## config.mk

```make
export PLATFORM = sky130hd
export DESIGN_NAME = windowed_temp_fan_duty_governor
export DESIGN_NICKNAME = d
export VERILOG_FILES = /design/src/rtl/core/fan_gov_pkg.sv /design/src/rtl/core/windowed_temp_fan_duty_governor.sv
export VERILOG_INCLUDE_DIRS = /design/src /design/src/rtl/core
export SDC_FILE = /design/constraint.sdc
export NUM_CORES = 1
export LEC_CHECK = 0
export ABC_AREA = 1
export BUFFER_PORTS_ARGS = -buffer_cell sky130_fd_sc_hd__buf_2
export CAP_MARGIN = 10
export CORE_MARGIN = 2
export CORE_UTILIZATION = 47
export DETAILED_ROUTE_END_ITERATION = 12
export GPL_TIMING_DRIVEN = 0
export HOLD_SLACK_MARGIN = 0.03
export PLACE_DENSITY_LB_ADDON = 0.12
export SLEW_MARGIN = 20
export SYNTH_ARGS = -nofsm -noshare
export SYNTH_HDL_FRONTEND = slang
export SYNTH_SLANG_ARGS = --single-unit
```

## constraint.sdc

```tcl
create_clock -name clock -period 3.1 [get_ports clock]
set_input_delay 0.465 -clock clock [delete_from_list [all_inputs] [get_ports clock]]
set_output_delay 0.465 -clock clock [all_outputs]
set_load 0.005 [all_outputs]
```

## src/rtl/core/assert_macros.svh

```systemverilog
// Assertion helpers shared by the RTL. Every check is sampled on the rising
// clock edge and is switched off while reset is high.
`ifndef ASSERT_MACROS_SVH
`define ASSERT_MACROS_SVH

// Checks that an expression holds at every clock edge outside reset.
`define ASSERT_ALWAYS(label, clk, rst, expr, msg) \
   label: assert property (@(posedge clk) disable iff (rst) (expr)) else $error(msg);

// Checks that a consequent follows from an antecedent, as any property form.
`define ASSERT_PROP(label, clk, rst, prop, msg) \
   label: assert property (@(posedge clk) disable iff (rst) prop) else $error(msg);

`endif

```

## src/rtl/core/fan_gov_pkg.sv

```systemverilog
`default_nettype none

package fan_gov_pkg;

   localparam int WINDOW_DEPTH_DEF = 8;
   localparam int TEMP_W           = 8;
   localparam int DUTY_W           = 7;
   localparam int STEP_COUNT       = 5;
   localparam int DIV_STEPS        = TEMP_W;

   // Thresholds in falling order; the first one not above the temperature wins.
   localparam logic [TEMP_W-1:0] STEP_TEMP [STEP_COUNT] =
      '{8'd50, 8'd49, 8'd48, 8'd47, 8'd46};
   localparam logic [DUTY_W-1:0] STEP_DUTY [STEP_COUNT] =
      '{7'd100, 7'd90, 7'd80, 7'd70, 7'd60};

   typedef enum logic [4:0] {
      ST_IDLE  = 5'b00001,
      ST_READ  = 5'b00010,
      ST_DRAIN = 5'b00100,
      ST_DIV   = 5'b01000,
      ST_DONE  = 5'b10000
   } state_type;

   function automatic logic [DUTY_W-1:0] duty_for(input logic [TEMP_W:0] temp,
                                                  input logic [DUTY_W-1:0] idle);
      logic [DUTY_W-1:0] duty;
      duty = idle;
      for (int k = STEP_COUNT - 1; k >= 0; k--) begin
         if (temp >= {1'b0, STEP_TEMP[k]}) begin
            duty = STEP_DUTY[k];
         end
      end
      return duty;
   endfunction

endpackage

`default_nettype wire

```

## src/rtl/core/windowed_temp_fan_duty_governor.sv

```systemverilog
// Fan duty governor. Each item carries one peak temperature, which is written
// into a ring of the last WINDOW_DEPTH peaks held in a single-port synchronous
// memory; the filled part of the ring is then read back one entry per cycle,
// summed, and divided by the fill count in an eight-step shift-subtract
// divider. The average then drives the duty decision and exactly one result
// item (changed flag and duty) is produced per input item. An item's result is
// loaded into the output register after the ring read, a drain state that
// collects the last entry, the eight divider steps and the decision state. The
// next item is accepted in the cycle after the result has been loaded, even if
// that result has not yet been taken; a result still waiting in the output
// register holds the next one in its decision state.
// No clearing pass is needed after reset: only written ring entries are read.
`default_nettype none

module windowed_temp_fan_duty_governor #(
   parameter int WINDOW_DEPTH = fan_gov_pkg::WINDOW_DEPTH_DEF
) (
   input  wire                             clock,
   input  wire                             reset,
   input  wire                             req_valid,
   output logic                            req_stall,
   input  wire  [fan_gov_pkg::TEMP_W-1:0]  req_peak_temp,
   output logic                            rsp_valid,
   input  wire                             rsp_stall,
   output logic                            rsp_changed,
   output logic [fan_gov_pkg::DUTY_W-1:0]  rsp_duty,
   input  wire                             csr_wr_en,
   input  wire  [fan_gov_pkg::DUTY_W-1:0]  csr_wr_data
);

`include "assert_macros.svh"

   localparam int TEMP_W = fan_gov_pkg::TEMP_W;
   localparam int DUTY_W = fan_gov_pkg::DUTY_W;
   localparam int IDX_W  = (WINDOW_DEPTH > 1) ? $clog2(WINDOW_DEPTH) : 1;
   localparam int CNT_W  = $clog2(WINDOW_DEPTH + 1);
   localparam int SUM_W  = TEMP_W + CNT_W;
   localparam int DCNT_W = $clog2(fan_gov_pkg::DIV_STEPS);

   localparam logic [IDX_W-1:0]  LAST_SLOT = IDX_W'(WINDOW_DEPTH - 1);
   localparam logic [CNT_W-1:0]  FULL_CNT  = CNT_W'(WINDOW_DEPTH);
   localparam logic [DCNT_W-1:0] LAST_STEP = DCNT_W'(fan_gov_pkg::DIV_STEPS - 1);

   fan_gov_pkg::state_type state_ff, state_in;

   logic [DUTY_W-1:0] idle_duty_ff, idle_duty_in;
   logic [IDX_W-1:0]  write_slot_ff, write_slot_in;
   logic [CNT_W-1:0]  fill_ff, fill_in;
   logic [TEMP_W-1:0] prev_avg_ff, prev_avg_in;
   logic [1:0]        fall_streak_ff, fall_streak_in;
   logic [DUTY_W-1:0] held_duty_ff, held_duty_in;

   logic [CNT_W-1:0]  rd_cnt_ff, rd_cnt_in;
   logic              rd_vld_ff;
   logic [TEMP_W-1:0] rd_data_ff;
   logic [SUM_W-1:0]  sum_ff, sum_in;
   logic [CNT_W-1:0]  rem_ff, rem_in;
   logic [TEMP_W-1:0] quot_ff, quot_in;
   logic [DCNT_W-1:0] div_cnt_ff, div_cnt_in;

   logic              rsp_valid_ff, rsp_valid_in;
   logic              rsp_changed_ff, rsp_changed_in;
   logic [DUTY_W-1:0] rsp_duty_ff, rsp_duty_in;

   logic [TEMP_W-1:0] peak_ring [WINDOW_DEPTH];

   logic              req_take;
   logic              rsp_take;
   logic              out_free;
   logic [SUM_W-1:0]  sum_total;
   logic [CNT_W:0]    trial;
   logic              trial_ge;
   logic [1:0]        streak_next;
   logic [TEMP_W:0]   avg_plus;

   assign req_take    = req_valid && !req_stall;
   assign rsp_take    = rsp_valid_ff && !rsp_stall;
   assign out_free    = !rsp_valid_ff || !rsp_stall;
   assign req_stall   = (state_ff != fan_gov_pkg::ST_IDLE);
   assign rsp_valid   = rsp_valid_ff;
   assign rsp_changed = rsp_changed_ff;
   assign rsp_duty    = rsp_duty_ff;

   assign sum_total   = sum_ff + (rd_vld_ff ? SUM_W'(rd_data_ff) : SUM_W'(0));
   assign trial       = {rem_ff, quot_ff[TEMP_W-1]};
   assign trial_ge    = (trial >= {1'b0, fill_ff});
   assign streak_next = fall_streak_ff + 2'd1;
   assign avg_plus    = {1'b0, quot_ff} + {{TEMP_W{1'b0}}, 1'b1};

   // Ring memory: written on acceptance, read one entry a cycle while summing.
   always_ff @(posedge clock) begin
      if (req_take) begin
         peak_ring[write_slot_ff] <= req_peak_temp;
      end
   end

   always_ff @(posedge clock) begin
      rd_data_ff <= peak_ring[rd_cnt_ff[IDX_W-1:0]];
   end

   always_comb begin
      state_in       = state_ff;
      idle_duty_in   = csr_wr_en ? csr_wr_data : idle_duty_ff;
      write_slot_in  = write_slot_ff;
      fill_in        = fill_ff;
      prev_avg_in    = prev_avg_ff;
      fall_streak_in = fall_streak_ff;
      held_duty_in   = held_duty_ff;
      rd_cnt_in      = rd_cnt_ff;
      sum_in         = sum_ff;
      rem_in         = rem_ff;
      quot_in        = quot_ff;
      div_cnt_in     = div_cnt_ff;
      rsp_valid_in   = rsp_valid_ff && !rsp_take;
      rsp_changed_in = rsp_changed_ff;
      rsp_duty_in    = rsp_duty_ff;

      unique case (state_ff)
         fan_gov_pkg::ST_IDLE: begin
            if (req_take) begin
               write_slot_in = (write_slot_ff == LAST_SLOT) ? '0 : write_slot_ff + IDX_W'(1);
               if (fill_ff != FULL_CNT) begin
                  fill_in = fill_ff + CNT_W'(1);
               end
               rd_cnt_in = '0;
               sum_in    = '0;
               state_in  = fan_gov_pkg::ST_READ;
            end
         end
         fan_gov_pkg::ST_READ: begin
            sum_in    = sum_total;
            rd_cnt_in = rd_cnt_ff + CNT_W'(1);
            if (rd_cnt_ff == fill_ff - CNT_W'(1)) begin
               state_in = fan_gov_pkg::ST_DRAIN;
            end
         end
         fan_gov_pkg::ST_DRAIN: begin
            // The high part of the sum is below the fill count, as the
            // average always fits in eight bits.
            rem_in     = sum_total[SUM_W-1:TEMP_W];
            quot_in    = sum_total[TEMP_W-1:0];
            div_cnt_in = '0;
            state_in   = fan_gov_pkg::ST_DIV;
         end
         fan_gov_pkg::ST_DIV: begin
            rem_in     = trial_ge ? CNT_W'(trial - {1'b0, fill_ff}) : trial[CNT_W-1:0];
            quot_in    = {quot_ff[TEMP_W-2:0], trial_ge};
            div_cnt_in = div_cnt_ff + DCNT_W'(1);
            if (div_cnt_ff == LAST_STEP) begin
               state_in = fan_gov_pkg::ST_DONE;
            end
         end
         fan_gov_pkg::ST_DONE: begin
            if (out_free) begin
               rsp_changed_in = 1'b0;
               if (quot_ff > prev_avg_ff) begin
                  fall_streak_in = 2'd0;
                  held_duty_in   = fan_gov_pkg::duty_for({1'b0, quot_ff}, idle_duty_ff);
                  prev_avg_in    = quot_ff;
                  rsp_changed_in = 1'b1;
               end else if (quot_ff < prev_avg_ff) begin
                  // The first fall of a descent only records the new average.
                  fall_streak_in = streak_next;
                  if (streak_next >= 2'd2) begin
                     held_duty_in   = fan_gov_pkg::duty_for(avg_plus, idle_duty_ff);
                     fall_streak_in = 2'd1;
                     rsp_changed_in = 1'b1;
                  end
                  prev_avg_in = quot_ff;
               end
               rsp_duty_in  = held_duty_in;
               rsp_valid_in = 1'b1;
               state_in     = fan_gov_pkg::ST_IDLE;
            end
         end
         default: begin
            state_in = fan_gov_pkg::ST_IDLE;
         end
      endcase
   end

   always_ff @(posedge clock) begin
      if (reset) begin
         state_ff       <= fan_gov_pkg::ST_IDLE;
         idle_duty_ff   <= '0;
         write_slot_ff  <= '0;
         fill_ff        <= '0;
         prev_avg_ff    <= '0;
         fall_streak_ff <= '0;
         held_duty_ff   <= '0;
         rd_vld_ff      <= 1'b0;
         rsp_valid_ff   <= 1'b0;
      end else begin
         state_ff       <= state_in;
         idle_duty_ff   <= idle_duty_in;
         write_slot_ff  <= write_slot_in;
         fill_ff        <= fill_in;
         prev_avg_ff    <= prev_avg_in;
         fall_streak_ff <= fall_streak_in;
         held_duty_ff   <= held_duty_in;
         rd_vld_ff      <= (state_ff == fan_gov_pkg::ST_READ);
         rsp_valid_ff   <= rsp_valid_in;
      end
   end

   always_ff @(posedge clock) begin
      rd_cnt_ff      <= rd_cnt_in;
      sum_ff         <= sum_in;
      rem_ff         <= rem_in;
      quot_ff        <= quot_in;
      div_cnt_ff     <= div_cnt_in;
      rsp_changed_ff <= rsp_changed_in;
      rsp_duty_ff    <= rsp_duty_in;
   end

   `ASSERT_ALWAYS(a_fill_bounded, clock, reset, fill_ff <= FULL_CNT,
                  "fill count beyond window depth")
   `ASSERT_PROP(a_accept_reads, clock, reset,
                req_take |=> (state_ff == fan_gov_pkg::ST_READ && fill_ff != '0),
                "accepted item did not start a ring read")
   `ASSERT_ALWAYS(a_rem_below_fill, clock, reset,
                  (state_ff != fan_gov_pkg::ST_DIV) || (rem_ff < fill_ff),
                  "divider remainder not below the fill count")
   `ASSERT_ALWAYS(a_streak_small, clock, reset, fall_streak_ff <= 2'd1,
                  "fall streak left its reachable range")

endmodule

`default_nettype wire
```

## Yosys cells after proc, flatten, opt, wreduce, memory -nomap -nowiden

Memory sizes are Yosys's and may differ from the RTL's. A register that Yosys moved wholly into a read port is not among the register bits.
Cells that the tools add are included.

| word-level totals | value |
|---|---|
| bits of input ports | 20 |
| output and inout port bits | 10 |
| bits in registers | 77 |
| memory bits (writable) | 64 |
| memories kept | 1 |
| logic and storage cells | 110 |

Memories:

| name | depth | width | read ports | clocked after Yosys merged registers in | write ports | RTL line | RTL |
|---|---|---|---|---|---|---|---|
| peak_ring | 8 | 8 | 1 | 1 | 1 | windowed_temp_fan_duty_governor.sv:65 | `logic [TEMP_W-1:0] peak_ring [WINDOW_DEPTH];` |

| operators by class | value |
|---|---|
| reductions and logical operators | 17 |
| mux-type cells | 39 |
| add/subtract/negate cells | 9 |
| eq/ne operators | 14 |
| magnitude comparators | 14 |

Operators with widths:

| operator | number |
|---|---|
| 2-to-1 mux 7 bit | 13 |
| >= comparator 9 x 6 -> 1 bit (second input constant) | 5 |
| >= comparator 8 x 6 -> 1 bit (second input constant) | 5 |
| case mux 5 bit (5 select lines) | 1 |
| 2-to-1 mux 8 bit | 3 |
| case mux 12 bit (2 select lines) | 1 |
| 2-to-1 mux 5 bit | 4 |
| case mux 4 bit (2 select lines) | 2 |
| case mux 8 bit (2 select lines) | 1 |
| adder 12 x 8 -> 12 bit | 1 |
| 2-to-1 mux 12 bit | 1 |
| adder 8 x 1 -> 9 bit (second input constant) | 1 |
| adder 4 x 1 -> 4 bit (second input constant) | 2 |
| greater-than comparator 8 bit | 1 |
| less-than comparator 8 bit | 1 |
| 2-to-1 mux 4 bit | 2 |
| inequality test 2 bit (second input constant) | 4 |
| adder 3 x 1 -> 3 bit (second input constant) | 2 |
| equality test 3 bit (second input constant) | 2 |
| 2-to-1 mux 1 bit | 6 |
| 2-to-1 mux 2 bit | 3 |
| case mux 3 bit (2 select lines) | 1 |
| AND reduction 2 bit | 3 |
| AND reduction 3 bit | 2 |
| 19 further kinds | 26 |

## Longest topological paths before layout

| logic depth | value |
|---|---|
| depth in word-level cells | 10 |
| mapped depth | 18 |

## Worst setup path before layout

OpenSTA, ideal clock, no wires.

| timing path | value |
|---|---|
| kind | register to register |
| from | register rd_vld_ff |
| to | register rem_ff[2], data pin |
| cell stages (with the launch flop) | 15 |
| data required time | 2948 ps |
| period minus slack after synthesis | 2379 ps |
| setup slack | 721 ps |
| arrival time | 2227 ps |
| library setup time | 152 ps |
| cell sequence | dfxtp_1 > clkbuf_1 > nand2_1 > inv_1 > ha_1 > inv_1 > fa_1 > o21ai_0 > nand4_1 > o211ai_1 > nand2_1 > nor2_1 > xor2_1 > inv_1 > o21ai_0 |

| between the ends | value |
|---|---|
| word-level cells in the longest chain between the ends | 3 |

RTL lines:

| what | RTL line | RTL |
|---|---|---|
| start: declaration | windowed_temp_fan_duty_governor.sv:54 | `logic rd_vld_ff;` |
| start signal: assignment | windowed_temp_fan_duty_governor.sv:201 | `rd_vld_ff <= (state_ff == fan_gov_pkg::ST_READ);` |
| 2-to-1 mux 8 bit | windowed_temp_fan_duty_governor.sv:84 | `assign sum_total = sum_ff + (rd_vld_ff ? SUM_W'(rd_data_ff) : SUM_W'(0));` |
| adder 12 x 8 -> 12 bit | windowed_temp_fan_duty_governor.sv:84 |  |
| case mux 4 bit (2 select lines) | windowed_temp_fan_duty_governor.sv:118 | `unique case (state_ff)` |
| named net rem_in[2] | windowed_temp_fan_duty_governor.sv:57 | `logic [CNT_W-1:0] rem_ff, rem_in;` |
| end signal: assignment | windowed_temp_fan_duty_governor.sv:209 | `rem_ff <= rem_in;` |
| end: declaration | windowed_temp_fan_duty_governor.sv:57 |  |

The timed path passes the listed nets, and every way through them passes these cells.
A chain may end at the register's enable or synchronous reset.

## Final worst setup path

Same ends and word-level chain as after synthesis.

==> results.md <==
* ANT cells at 0
* Main synth FF type: edfxtp_1
* Share of cells above drive strength 1 at 0.1152
* DP Wirelength at about 12,000 um
* GRT Total Usage at 0.2086
* Final Hold Fails at 0
* Worst-margin pin slew at roughly 0.86 ns
* Cell count after synthesis at around 820
* Min-Delay Path Depth at 3
* Post-DRT Antenna Nets at 0
* Share of power burned in registers at 0.468
* Core Area at ~0.015 mm2
* Wirelength per Cell at 15.17 um
* Vias in the first global route at around 5,600
* Number of flops mapped to enable cells by yosys at ~100
* Most common cell after layout, fill and taps aside: nor2_1
* Critical path's slowest cell: fa_1
* Final Instance Area at between 0.008 and 0.009 mm2
* Pre-CTS WS at a little over 0.4 ns
* Run status: finished, final reports clean
* Yosys reg bits at ~150
* Gr ovfl total at 0
* Die area at 0.01683 mm2
* Ys async rst share at 0
* Filler Cell Count at ~1,400
* Clock share of power at 0.380
* CP endpoint kind: register
* Comb power frac at 0.152
* Setup_tns at 0 ns
* Critical path class: reg2reg
* First-pass GRT wire length at between 20,000 and 30,000 um
* CTS root buf: clkbuf_16
* Static leakage at about 3.4 nW
* Die W at about 130 um
* Vias at roughly 5,600
* I/O Pins at 30
* Most common cell on crit path: inv_1
* WP data arrival at roughly 3.0 ns
* RSZ-0062 raised after global routing: no
* Synth unique cells at between 40 and 50
* Layout area overhead at 13.52%
* Count of final setup violators at 0
* Pwr Total at 5.185 mW
* Crit path launch type: register
* Period utilization at 0.8779
* Final Net Count at slightly above 900
* Max-slew headroom at 0.4241
* Drt first-iter violations at roughly 340
* Critical-path cell list: clkbuf_1, nand2_1, inv_1, ha_1, inv_1, fa_1, o21ai_0, nand4_1, o211ai_1, nand2_1, nor2_1, xor2_1, inv_1, o21ai_0
* Syn_area_per_cell at between 9 and 10 um2
* # hold bufs at CTS at 0
* Vias per cell at between 5 and 6
* CTS Buf Count at 17
* Final Skew at about 0.011 ns
* Worst-path clk slew at around 0.07 ns
* Switching power at about 1.5 mW
* Clk Latency, worst-skew pair at between 0.4 and 0.5 ns
* Slew Limit Fails at 0
* Max layer used: met4
* Post-CTS setup repair buffer count at 0
* R2r worst-path depth at 14
* Final WL at 16,500 um
* CTS tree: done
* Worst setup margin at approximately 0.38 ns
* WL met2 at approximately 8500 um
* Fmax at around 370 MHz
* Dpl cell area at 0.007865 mm2
* Largest net degree at the start of global routing at 18
* Critical Path RT at roughly 3.4 ns
* Metal3 WL at between 500 and 600 um
* Die H at ~130 um
* Most frequent cells in the layout: nor2_1, nand2_1, inv_1, edfxtp_1, o21ai_0
* Max FO, Critical Path at 8
* Number of cells on the critical path at 14
* Initial Util at 0.4852
* CP max stage delay at 0.40 ns
* Max-cap violations at 0
* Top delay family on crit path: compound AO/OA/AOI/OAI gates
* Post-CTS sizing at 0
* Max IR drop VDD at 394.9 uV
* CTS sink cnt at ~150
* GPL Wtd Cong at 0.8663
* Switch share at 0.2962
* H-tree depth at 4
* Buf/Inv on CP at 4
* I/O Buffers at 29
* Period minus WS final at around 2.7 ns
* Row Count at 45
* DRT met1 WL at slightly above 7000 um
* Post-Syn Area at about 0.0074 mm2
* Ys Warns at 0
* Initial antenna violation count at 0
* Drt first pass iters at 5
* Internal power at between 3 and 4 mW
* Synth Net Count at a little under 900
* DR DRC count at 0
* Post-synthesis sequential area ratio at 0.5402
* Power per Cell Area at a little over 600 mW/mm2
* HP Class: in2reg
* Longest Clk Path Bufs at 2
==> routing by layer <==
| metal | global-route usage | vias up |
|---|---|---|
| met5 | 0 | - |
| met4 | 0.07400 | 0 |
| met3 | 0.04387 | 25 |
| met2 | 0.3723 | 98 |
| met1 | 0.2496 | 2641 |
| li1 | - | 2845 |
==> registers in the layout, indices dropped and copies added (netlist names) <==
signal and flops:
write_slot_ff 3, prev_avg_ff 8, sum_ff 12, rd_vld_ff 1, rem_ff 4, peak_ring 64
div_cnt_ff 3, fall_streak_ff 2, quot_ff 8, rd_cnt_ff 4, fill_ff 4, held_duty_ff 7
rsp_duty 7, rd_data_ff 8, rsp_valid 1, idle_duty_ff 7, rsp_changed 1, state_ff 5
==> cells by family after synthesis <==
group                      Yosys count  share of synthesized area
and+or+nand+nor                    312                     0.1862
AOI/OAI and AO/OA                  170                     0.1229
DFF                                149                     0.5402
buffers and inverters              133                    0.06870
adders and majority gates           37                    0.06432
xor gates and xnor gates            15                    0.01768
==> synth_stat cells (8+ instances only) <==
| cell type | count | area, um2 |
|---|---|---|
| a21oi_1 | 48 | 240.2 |
| a31oi_1 | 8 | 50.05 |
| clkbuf_1 | 22 | 82.58 |
| dfxtp_1 | 46 | 920.9 |
| edfxtp_1 | 103 | 3093 |
| ha_1 | 35 | 437.9 |
| inv_1 | 103 | 386.6 |
| nand2_1 | 104 | 390.4 |
| nand2_2 | 9 | 56.30 |
| nand3_1 | 28 | 140.1 |
| nor2_1 | 128 | 480.5 |
| nor3_1 | 15 | 75.07 |
| o21ai_0 | 87 | 435.4 |
| o22ai_1 | 9 | 56.30 |
| xor2_1 | 9 | 78.83 |
==> path summary, 6_finish.rpt <==
check,start,to,slack [ns]
setup reg to reg,rd_vld_ff,rem_ff[2],0.38
setup / recovery,rd_vld_ff,rem_ff[2],0.38
hold / removal,csr_wr_data[2],idle_duty_ff[2],0.26
hold reg to reg,prev_avg_ff[5],prev_avg_ff[5],0.46
==> power by group through the flow <==
stage	Sequential [mW]	Clock (mW)	Combinational, mW
after CTS	2.43	1.99	0.793
after global routing	2.45	2.07	0.905
after detailed placement	2.47	0	0.788
final	2.43	1.97	0.788
after floorplan	2.43	0	0.558
after global placement	2.46	0	0.759
==> worst min-delay path: cells and delay by family <==
kind,cells,cell delay (ns)
simple gates,2,0.11
buf+inv,1,0.07
==> layout make-up <==
cell class,count,area (um2),share of cell area
Clock buffer,18,429.2,0.05088
Tap cell,211,264.0,0.03130
Timing Repair Buffer,29,145.1,0.01721
Multi-Input combinational cell,534,2937,0.3481
Clock inverter,14,136.4,0.01617
Sequential cell,149,4014,0.4758
Buffer,27,111.4,0.01320
Inverter,106,399.1,0.04732
==> through the flow <==
step	hold WS (ns)	util	instances
floorplan	0.4284	-	816
global placement	0.4438	0.5119	1056
detailed placement	0.4556	0.5136	1056
CTS	0.2515	0.5505	1088
global route	0.2576	0.5508	1088
finish	0.2551	0.5508	1088
(Power assumes the default switching activity.)
